$ cat src/rtl/bthd_pkg.sv
// shared types for the tag header decoder
// parser state, result record and field kind codes; no dependencies
package bthd_pkg;

    typedef enum logic [3:0] {
        PH_IDLE      = 4'b0001,
        PH_EXT_TAG   = 4'b0010,
        PH_LEN_FIRST = 4'b0100,
        PH_LEN_MORE  = 4'b1000
    } phase_t;

    localparam logic [1:0] KIND_LENGTH  = 2'd0;
    localparam logic [1:0] KIND_BOOLEAN = 2'd1;
    localparam logic [1:0] KIND_OPENING = 2'd2;
    localparam logic [1:0] KIND_CLOSING = 2'd3;

    localparam logic [1:0] STAT_OK       = 2'd0;
    localparam logic [1:0] STAT_RSV_TAG  = 2'd1;
    localparam logic [1:0] STAT_BAD_BOOL = 2'd2;

    localparam logic [2:0] LVT_EXT_LEN = 3'd5;
    localparam logic [2:0] LVT_OPENING = 3'd6;
    localparam logic [2:0] LVT_CLOSING = 3'd7;
    localparam logic [3:0] TAG_EXTENDED = 4'hF;
    localparam logic [7:0] TAG_RESERVED = 8'hFF;
    localparam logic [7:0] TAG_APP_BOOL = 8'd1;
    localparam logic [7:0] LEN_MARK_16 = 8'd254;
    localparam logic [7:0] LEN_MARK_32 = 8'd255;

    typedef struct packed {
        phase_t      phase;
        logic [7:0]  tag_number;
        logic        context_class;
        logic [2:0]  lvt;
        logic [31:0] length_acc;
        logic [2:0]  bytes_remaining;
        logic [2:0]  bytes_seen;
    } parse_state_t;

    typedef struct packed {
        logic [7:0]  tag_number;
        logic        is_context;
        logic [1:0]  field_kind;
        logic [31:0] length_value;
        logic        bool_value;
        logic [2:0]  header_bytes;
        logic [1:0]  status;
    } result_t;

endpackage

$ cat src/rtl/bthd_stream_if.sv
// valid/ready channel interfaces for the tag header decoder
// byte input channel and decoded header output channel; no dependencies
interface bthd_byte_if;
    logic       valid;
    logic       ready;
    logic [7:0] byte_in;
    logic       header_start;

    modport source (output valid, output byte_in, output header_start, input ready);
    modport sink (input valid, input byte_in, input header_start, output ready);
endinterface

interface bthd_hdr_if;
    logic        valid;
    logic        ready;
    logic [7:0]  tag_number;
    logic        is_context;
    logic [1:0]  field_kind;
    logic [31:0] length_value;
    logic        bool_value;
    logic [2:0]  header_bytes;
    logic [1:0]  status;

    modport source (output valid, output tag_number, output is_context, output field_kind,
                    output length_value, output bool_value, output header_bytes,
                    output status, input ready);
    modport sink (input valid, input tag_number, input is_context, input field_kind,
                  input length_value, input bool_value, input header_bytes,
                  input status, output ready);
endinterface

$ cat src/rtl/bacnet_tag_header_decoder.sv
// top level of the tag header decoder: parser state and result register
// depends on bthd_pkg, bthd_stream_if and bthd_parse
// result: a header's result is registered and is valid in the cycle after its last octet is taken
// throughput: one octet per cycle; the single result register holds input only
// while a result waits and the sink is not ready
// reset: asynchronous, active low; parser returns to idle, result register empty
module bacnet_tag_header_decoder
    import bthd_pkg::*;
(
    input  logic         clk,
    input  logic         rst_n,
    bthd_byte_if.sink    byte_stream,
    bthd_hdr_if.source   header_out
);

    parse_state_t state_reg;
    parse_state_t state_next;
    result_t      res_reg;
    result_t      res_next;
    logic         res_valid_reg;
    logic         res_valid_next;
    logic         emit;
    logic         accept;

    bthd_parse u_parse (
        .state        (state_reg),
        .byte_in      (byte_stream.byte_in),
        .header_start (byte_stream.header_start),
        .state_next   (state_next),
        .emit         (emit),
        .result       (res_next)
    );

    assign byte_stream.ready = !res_valid_reg || header_out.ready;
    assign accept            = byte_stream.valid && byte_stream.ready;

    always_comb
    begin
        if (accept)
            res_valid_next = emit;
        else if (header_out.ready)
            res_valid_next = 1'b0;
        else
            res_valid_next = res_valid_reg;
    end

    always_ff @(posedge clk or negedge rst_n)
    begin
        if (!rst_n)
        begin
            state_reg     <= '{PH_IDLE, 8'd0, 1'b0, 3'd0, 32'd0, 3'd0, 3'd0};
            res_valid_reg <= 1'b0;
        end
        else
        begin
            if (accept)
                state_reg <= state_next;
            res_valid_reg <= res_valid_next;
        end
    end

    always_ff @(posedge clk)
    begin
        if (accept && emit)
            res_reg <= res_next;
    end

    assign header_out.valid        = res_valid_reg;
    assign header_out.tag_number   = res_reg.tag_number;
    assign header_out.is_context   = res_reg.is_context;
    assign header_out.field_kind   = res_reg.field_kind;
    assign header_out.length_value = res_reg.length_value;
    assign header_out.bool_value   = res_reg.bool_value;
    assign header_out.header_bytes = res_reg.header_bytes;
    assign header_out.status       = res_reg.status;

endmodule

$ cat src/rtl/bthd_parse.sv
// next-state and result logic of the tag header parser for one octet
// depends on bthd_pkg
module bthd_parse
    import bthd_pkg::*;
(
    input  parse_state_t state,
    input  logic [7:0]   byte_in,
    input  logic         header_start,
    output parse_state_t state_next,
    output logic         emit,
    output result_t      result
);

    always_comb
    begin
        parse_state_t s;
        logic         resolve;
        s       = state;
        resolve = 1'b0;
        emit    = 1'b0;
        result  = '0;

        if (header_start)
        begin
            s.lvt             = byte_in[2:0];
            s.context_class   = byte_in[3];
            s.tag_number      = {4'd0, byte_in[7:4]};
            s.length_acc      = '0;
            s.bytes_remaining = '0;
            s.bytes_seen      = 3'd1;
            if (byte_in[7:4] == TAG_EXTENDED)
                s.phase = PH_EXT_TAG;
            else
                resolve = 1'b1;
        end
        else
        begin
            case (state.phase)
                PH_EXT_TAG:
                begin
                    s.bytes_seen = state.bytes_seen + 3'd1;
                    if (byte_in == TAG_RESERVED)
                    begin
                        emit          = 1'b1;
                        result.status = STAT_RSV_TAG;
                    end
                    else
                    begin
                        s.tag_number = byte_in;
                        resolve      = 1'b1;
                    end
                end
                PH_LEN_FIRST:
                begin
                    s.bytes_seen = state.bytes_seen + 3'd1;
                    if (byte_in == LEN_MARK_16 || byte_in == LEN_MARK_32)
                    begin
                        s.bytes_remaining = (byte_in == LEN_MARK_16) ? 3'd2 : 3'd4;
                        s.length_acc      = '0;
                        s.phase           = PH_LEN_MORE;
                    end
                    else
                    begin
                        emit                = 1'b1;
                        result.tag_number   = state.tag_number;
                        result.length_value = {24'd0, byte_in};
                    end
                end
                PH_LEN_MORE:
                begin
                    s.bytes_seen      = state.bytes_seen + 3'd1;
                    s.length_acc      = {state.length_acc[23:0], byte_in};
                    s.bytes_remaining = state.bytes_remaining - 3'd1;
                    if (s.bytes_remaining == 3'd0)
                    begin
                        emit                = 1'b1;
                        result.tag_number   = state.tag_number;
                        result.length_value = s.length_acc;
                    end
                end
                default:
                begin
                    s = state;
                end
            endcase
        end

        if (resolve)
        begin
            result.tag_number = s.tag_number;
            emit              = 1'b1;
            if (!s.context_class && s.tag_number == TAG_APP_BOOL)
            begin
                result.field_kind = KIND_BOOLEAN;
                if (s.lvt > 3'd1)
                    result.status = STAT_BAD_BOOL;
                else
                    result.bool_value = s.lvt[0];
            end
            else if (s.lvt == LVT_OPENING)
                result.field_kind = KIND_OPENING;
            else if (s.lvt == LVT_CLOSING)
                result.field_kind = KIND_CLOSING;
            else if (s.lvt < LVT_EXT_LEN)
                result.length_value = {29'd0, s.lvt};
            else
            begin
                emit    = 1'b0;
                s.phase = PH_LEN_FIRST;
            end
        end

        result.is_context   = s.context_class;
        result.header_bytes = s.bytes_seen;
        if (emit)
            s.phase = PH_IDLE;
        state_next = s;
    end

endmodule

$ cat src/flat_wrapper.sv
// flat-port wrapper written by rule: the top's interface ports become plain ports
module bacnet_tag_header_decoder_flat import bthd_pkg::*;
  (clk, rst_n, byte_stream_valid, byte_stream_byte_in, byte_stream_header_start, byte_stream_ready, header_out_valid, header_out_tag_number, header_out_is_context, header_out_field_kind, header_out_length_value, header_out_bool_value, header_out_header_bytes, header_out_status, header_out_ready);
  bthd_byte_if byte_stream_i ();
  bthd_hdr_if header_out_i ();
  input  logic clk;
  input  logic rst_n;
  input wire logic [$bits(byte_stream_i.valid)-1:0] byte_stream_valid;
  input wire logic [$bits(byte_stream_i.byte_in)-1:0] byte_stream_byte_in;
  input wire logic [$bits(byte_stream_i.header_start)-1:0] byte_stream_header_start;
  output wire logic [$bits(byte_stream_i.ready)-1:0] byte_stream_ready;
  output wire logic [$bits(header_out_i.valid)-1:0] header_out_valid;
  output wire logic [$bits(header_out_i.tag_number)-1:0] header_out_tag_number;
  output wire logic [$bits(header_out_i.is_context)-1:0] header_out_is_context;
  output wire logic [$bits(header_out_i.field_kind)-1:0] header_out_field_kind;
  output wire logic [$bits(header_out_i.length_value)-1:0] header_out_length_value;
  output wire logic [$bits(header_out_i.bool_value)-1:0] header_out_bool_value;
  output wire logic [$bits(header_out_i.header_bytes)-1:0] header_out_header_bytes;
  output wire logic [$bits(header_out_i.status)-1:0] header_out_status;
  input wire logic [$bits(header_out_i.ready)-1:0] header_out_ready;
  assign byte_stream_i.valid = byte_stream_valid;
  assign byte_stream_i.byte_in = byte_stream_byte_in;
  assign byte_stream_i.header_start = byte_stream_header_start;
  assign byte_stream_ready = byte_stream_i.ready;
  assign header_out_valid = header_out_i.valid;
  assign header_out_tag_number = header_out_i.tag_number;
  assign header_out_is_context = header_out_i.is_context;
  assign header_out_field_kind = header_out_i.field_kind;
  assign header_out_length_value = header_out_i.length_value;
  assign header_out_bool_value = header_out_i.bool_value;
  assign header_out_header_bytes = header_out_i.header_bytes;
  assign header_out_status = header_out_i.status;
  assign header_out_i.ready = header_out_ready;
  bacnet_tag_header_decoder u_core (.clk(clk), .rst_n(rst_n), .byte_stream(byte_stream_i), .header_out(header_out_i));
endmodule
$ cat config.mk
export PLATFORM = sky130hd
export DESIGN_NAME = bacnet_tag_header_decoder_flat
export DESIGN_NICKNAME = d
export VERILOG_FILES = /design/src/rtl/bthd_pkg.sv /design/src/rtl/bthd_stream_if.sv /design/src/rtl/bacnet_tag_header_decoder.sv /design/src/rtl/bthd_parse.sv /design/src/flat_wrapper.sv
export SDC_FILE = /design/constraint.sdc
export NUM_CORES = 1
export LEC_CHECK = 0
export BUFFER_PORTS_ARGS = -buffer_cell sky130_fd_sc_hd__buf_2
export CAP_MARGIN = 20
export CORE_MARGIN = 4
export CORE_UTILIZATION = 35
export CTS_CLUSTER_SIZE = 12
export DETAILED_ROUTE_END_ITERATION = 7
export PLACE_DENSITY_LB_ADDON = 0.25
export SLEW_MARGIN = 25
export SYNTH_ARGS = -nofsm -noshare
export SYNTH_HDL_FRONTEND = slang
export SYNTH_SLANG_ARGS = --single-unit
$ cat constraint.sdc
create_clock -name clk -period 9.1 [get_ports clk]
set_clock_uncertainty 0.05 [all_clocks]
set_input_delay 0.455 -clock clk [delete_from_list [all_inputs] [get_ports clk]]
set_output_delay 0.455 -clock clk [all_outputs]
set_load 0.01 [all_outputs]
== Yosys cells after proc, flatten, opt, wreduce, memory -nomap -nowiden ==
Cells that the tools add are included.
Cells by class
  add/sub/neg operators: 2
  $lt $le $gt $ge: 2
  equality and inequality tests: 10
  mux-type cells: 57
  bitwise operators: 2
  reductions and logical operators: 14
Operators with widths (count)
  32-bit 2-to-1 mux: 6
  35-bit one-hot mux with 2 select lines: 1
  32-bit one-hot mux with 2 select lines: 1
  8-bit 2-to-1 mux: 7
  54-bit 2-to-1 mux: 1
  4-bit 2-to-1 mux: 9
  35-bit 2-to-1 mux: 1
  33-bit 2-to-1 mux: 1
  1-bit 2-to-1 mux: 21
  8-bit equality test (second input constant): 2
  8-bit one-hot mux with 2 select lines: 1
  2-bit 2-to-1 mux: 5
  4-bit equality test (second input constant): 2
  8-bit by 1-bit equality test with 1-bit output (second input constant): 1
  3-bit equality test (second input constant): 2
  3-bit 2-to-1 mux: 2
  3-bit OR reduction: 2
  4-bit by 2-bit equality test with 1-bit output (second input constant): 1
  4-bit by 3-bit equality test with 1-bit output (second input constant): 1
  3-bit by 1-bit adder with 3-bit output (second input constant): 1
  3-bit by 1-bit > comparator with 1-bit output (second input constant): 1
  1-bit logical AND: 3
  3-bit logical NOT: 1
  3-bit less-than comparator (second input constant): 1
  other kinds (10): 13
Word-level totals
  bits in registers: 96
  input bits: 13
  output and inout bits: 51
  word-level logic and storage cells: 103

== Depth between registers and ports, before layout ==
  depth after elaboration: 12
  gate-level depth with buffers: 9
  depth with buffers taken out: 9

== Modules after synthesis ==
From an unflattened synthesis, not the netlist that was laid out.
Unflattened totals
  cell total of the unflattened synthesis: 383
  area total of the unflattened synthesis: 5201.2 sq um
Modules (own cells, without submodules)
  bacnet_tag_header_decoder: instances 1, cells an instance 168, area each 3739.8 sq um, seq. area each 2849.0 sq um
  bthd_parse: instances 1, cells an instance 215, area each 1461.4 sq um, seq. area each 0.0 sq um

== Least setup slack after synthesis ==
OpenSTA, ideal clock, no wires.
  kind: reg2reg
  from: reg u_core.state_reg[53] (netlist bit)
  to: reg u_core.res_reg, in the netlist u_core.header_out.bool_value (enable)
  data arrival time: 3352 ps
  path slack: 5277 ps
  cell stages (with the launch flop): 9
  buffers on the path: 2
  clock period less this slack: 3823 ps
  cell sequence: dfrtp_1 -> buf_6 -> or4b_4 -> buf_6 -> nor4_2 -> nor3_1 -> o32ai_4 -> o2111ai_4 -> a311oi_4
Between the ends
  longest elaborated chain between the ends: 8
  elaborated cells on any way between the ends: 14
  those cells by class: eq/ne: 4; mux: 8; reduce/logical: 2
Ends and longest elaborated chain
  start: declaration: RTL line bacnet_tag_header_decoder.sv:16  | parse_state_t state_reg;
  start signal: assignment: RTL line bacnet_tag_header_decoder.sv:51  | state_reg <= '{PH_IDLE, 8'd0, 1'b0, 3'd0, 32'd0, 3'd0, 3'd0};
  start signal: assignment: RTL line bacnet_tag_header_decoder.sv:57  | state_reg <= state_next;
  4-bit by 2-bit equality test with 1-bit output: RTL line bthd_parse.sv:38  | case (state.phase)
  8-bit 2-to-1 mux: RTL line bthd_parse.sv:38
  54-bit 2-to-1 mux: RTL line bthd_parse.sv:23  | if (header_start)
  8-bit by 1-bit equality test with 1-bit output: RTL line bthd_parse.sv:92  | if (!s.context_class && s.tag_number == TAG_APP_BOOL)
  1-bit logical AND: RTL line bthd_parse.sv:92
  1-bit 2-to-1 mux: RTL line bthd_parse.sv:92
  1-bit 2-to-1 mux (*): RTL line bthd_parse.sv:88  | if (resolve)
  1-bit logical AND (*): RTL line bacnet_tag_header_decoder.sv:64  | if (accept && emit)
  end signal: assignment: RTL line bacnet_tag_header_decoder.sv:65  | res_reg <= res_next;
  end: declaration: RTL line bacnet_tag_header_decoder.sv:18  | result_t res_reg;
Mark *: on every way between the ends. The rest lies on a longest branch, timed or not.
A chain may end at the register's enable or synchronous reset.

== Worst setup path in the final report ==
  from: reg u_core.state_reg[53] (netlist bit)
  to: reg u_core.res_reg, in the netlist u_core.header_out.length_value[17] (enable)
The elaborated chain is that of the path after synthesis.

==> run summary <==
Run status: completed
Total vias in the final route: 3218
Number of iterations in the first detailed-routing pass: 4
Number of nets produced by synthesis: 432
Slowest cell delay on critical path: 0.66 ns
Number of nets in the layout: 485
Slew HR: 0.531
Total Die Area: 0.0145 mm²
Total Routing Usage GR: 0.139
Routed wirelength normalized by instance count: 15.3 µm
Starting density of the core: 0.363
Largest register FFs: 46
Class of the worst hold path: in2async
Final worst path period need: 3.31 ns
Number of distinct library cells after synthesis: 49
Worst path arrival time: 3.26 ns
Pin count of the biggest net entering global routing: 55
Number of synthesized register bits: 96
Worst Path Max Fanout: 25
Synthesized cell area: 0.00444 mm²
Gp weighted congestion: 0.875
Synthesis-to-layout area growth: 16.4%
Number of antenna-violating nets in the routed design: 0
Root buffer cell: sky130_fd_sc_hd__clkbuf_16
Number of standard cells after synthesis: 416
Share of synthesized area occupied by flip-flops and latches: 0.597
VDD IR max: 0.119 mV
Number of warnings reported in the yosys synthesis log: 0
Core area: 0.0122 mm²
Setup TNS after final layout: 0 ns
Worst Max-Slew Pin Slew: 0.696 ns
Longest Clk Path Bufs: 2
Layout cell share with drive strength beyond 1: 0.209
Overall power of the completed layout: 973 µW
Worst-skew pair later-pin latency: 0.34 ns
Crit path kind: reg2reg
CTS H-Tree Depth: 3
Filler cells: 1221
CTS tree: built
Sinks on the clock net: 96
Max capacitance violation total: 0
Quantity of I/O buffers inserted on ports: 63
Ys async rst share: 0.490
Worst Setup Slack post-DPL: 5.65 ns
DR vias/cell: 5.01
Achievable clock frequency: 302 MHz
Cell Chain, Critical Path: or4b_4 -> a21oi_4 -> nor2_2 -> a221oi_2 -> o2111ai_4 -> a311oi_4 -> buf_4
Required time at the endpoint of the critical path: 9.06 ns
Post-Layout Cell Count: 642
Post-route setup slack: 5.79 ns
Main synth FF type: sky130_fd_sc_hd__edfxtp_1
Clock buffer count from CTS: 9
Number of failing setup endpoints in the final timing report: 0
Antenna violations before repair: 0
Number of inserted diodes: 0
Power per standard cell area: 188 mW/mm²
# DRC: 0
Number of global-route vias before repair: 3167
Type of element capturing the critical path: register
Number of placed instances with taps included: 625
Number of gates resized after cts: 0
Clock input transition at the sequential cells of the worst setup and hold paths: 0.06 ns
Post-DP HPWL: 6640 µm
Total routed wirelength: 9820 µm
Post-CTS Setup Repair Bufs: 0
GRT overflow: 0
Mapped Avg Cell Area: 10.7 µm²
Slowest-stage cell, CP: sky130_fd_sc_hd__or4b_4
Die H: 121 µm
Final count of pins violating max slew: 0
Wire length of the first global-routing pass: 16100 µm
Die X: 121 µm
Iter 0 DRT Violations: 212
Hold bufs inserted after CTS: 0
Number of flops mapped to enable cells by yosys: 49
RSZ-0062 raised after global routing: false
Count of endpoints failing hold in the final timing report: 0
Startpoint class of the critical path: register
Leak: 0.00208 µW
Io pins: 64
Portion of the clock cycle consumed by the worst path in the final layout: 0.363
Total number of placement rows: 40
[Yosys cell counts, drive strengths merged, types with 3 or more instances]
cell type / number / area, µm²
nor3: 11 / 55.1
nor2: 22 / 85.1
a22o: 4 / 35.0
mux2: 4 / 45.0
nor4: 4 / 31.3
inv: 8 / 30.0
nand3: 5 / 25.0
buf: 5 / 35.0
mux2i: 6 / 60.1
and4: 3 / 26.3
dfrtp: 46 / 1150
and2: 26 / 163
and3: 8 / 50.1
edfxtp: 49 / 1470
nand2: 86 / 323
a21oi: 14 / 81.3
nand4: 3 / 18.8
a21o: 5 / 37.5
nor2b: 3 / 18.8
a22oi: 4 / 30.0
clkbuf: 21 / 78.8
o21ai: 48 / 240
ha: 3 / 37.5
[cells by family after synthesis]
| family | after synthesis | share of synthesized area |
|---|---|---|
| adder cells (fa/ha/maj) | 3 | 0.00846 |
| AND/OR/NAND/NOR | 178 | 0.193 |
| multiplexers | 10 | 0.0237 |
| buffers and inverters | 34 | 0.0324 |
| AO/OA/AOI/OAI | 91 | 0.138 |
| flip-flops | 96 | 0.597 |
| XOR/XNOR | 4 | 0.00790 |
[per-stage QoR]
stage	cell area, µm²	utilization	hold slack [ns]
floorplan	4440	-	0.109
global placement	4880	0.400	0.404
detailed placement	4880	0.400	0.414
CTS	5160	0.422	0.0958
global route	5160	0.423	0.134
finish	5160	0.423	0.0728
[per-layer routing]
metal / global-route usage / wire length (µm)
met4: 0.0496 / 172
met5: 0 / 0
met3: 0.0337 / 515
met2: 0.236 / 4900
met1: 0.174 / 4230
[power by group]
group / internal (µW) / total [µW] / leakage, µW / switching, µW
Combinational: 40.9 / 117 / 0.000870 / 76.5
Sequential: 489 / 509 / 0.00109 / 20.6
Clock: 186 / 347 / 0.000125 / 161
[worst paths after layout]
path                                      start                            endpoint  slack [ns]  cells after the start
max                        u_core.state_reg[53]  u_core.header_out.length_value[17]        5.79                      7
min                                       rst_n                u_core.state_reg[39]        0.07                      1
max reg2reg                u_core.state_reg[53]  u_core.header_out.length_value[17]        5.79                      7
min reg2reg                u_core.state_reg[28]                u_core.state_reg[28]        0.43                      2
max in group asynchronous                 rst_n                u_core.state_reg[24]        8.51                      1
min in group clk               header_out_ready             u_core.header_out.valid        0.36                      3
[critical path: cells and delay by family (launching register included)]
family          cells  cell delay, ns
buf+inv             1            0.38
compound gates      4            1.25
simple gates        2            0.79
flops               1            0.48
[placed cells by master, fill, tap and decap left out, types with 4 or more instances in the layout]
| cell type | instances |
|---|---|
| sky130_fd_sc_hd__and3_1 | 8 |
| sky130_fd_sc_hd__dfrtp_1 | 46 |
| sky130_fd_sc_hd__nor3_1 | 11 |
| sky130_fd_sc_hd__mux2i_1 | 6 |
| sky130_fd_sc_hd__buf_2 | 62 |
| sky130_fd_sc_hd__buf_4 | 6 |
| sky130_fd_sc_hd__edfxtp_1 | 49 |
| sky130_fd_sc_hd__a21oi_1 | 13 |
| sky130_fd_sc_hd__nand3_1 | 5 |
| sky130_fd_sc_hd__inv_1 | 8 |
| sky130_fd_sc_hd__a21o_1 | 5 |
| sky130_fd_sc_hd__nor2_1 | 21 |
| sky130_fd_sc_hd__nand2_1 | 86 |
| sky130_fd_sc_hd__a22o_1 | 4 |
| sky130_fd_sc_hd__o21ai_0 | 48 |
| sky130_fd_sc_hd__mux2_2 | 4 |
| sky130_fd_sc_hd__a22oi_1 | 4 |
| sky130_fd_sc_hd__clkbuf_16 | 9 |
| sky130_fd_sc_hd__and2_1 | 26 |
[area by class of cell]
type,instances,area (µm²),share of cell area
timing repair buffer,68,355,0.0688
tap,168,210,0.0407
clock buffer,10,229,0.0443
multi-input combinational,286,1650,0.319
sequential,96,2650,0.513
inverter,8,30.0,0.00582
clock inverter,6,45.0,0.00872
(Power assumes the default switching activity.)
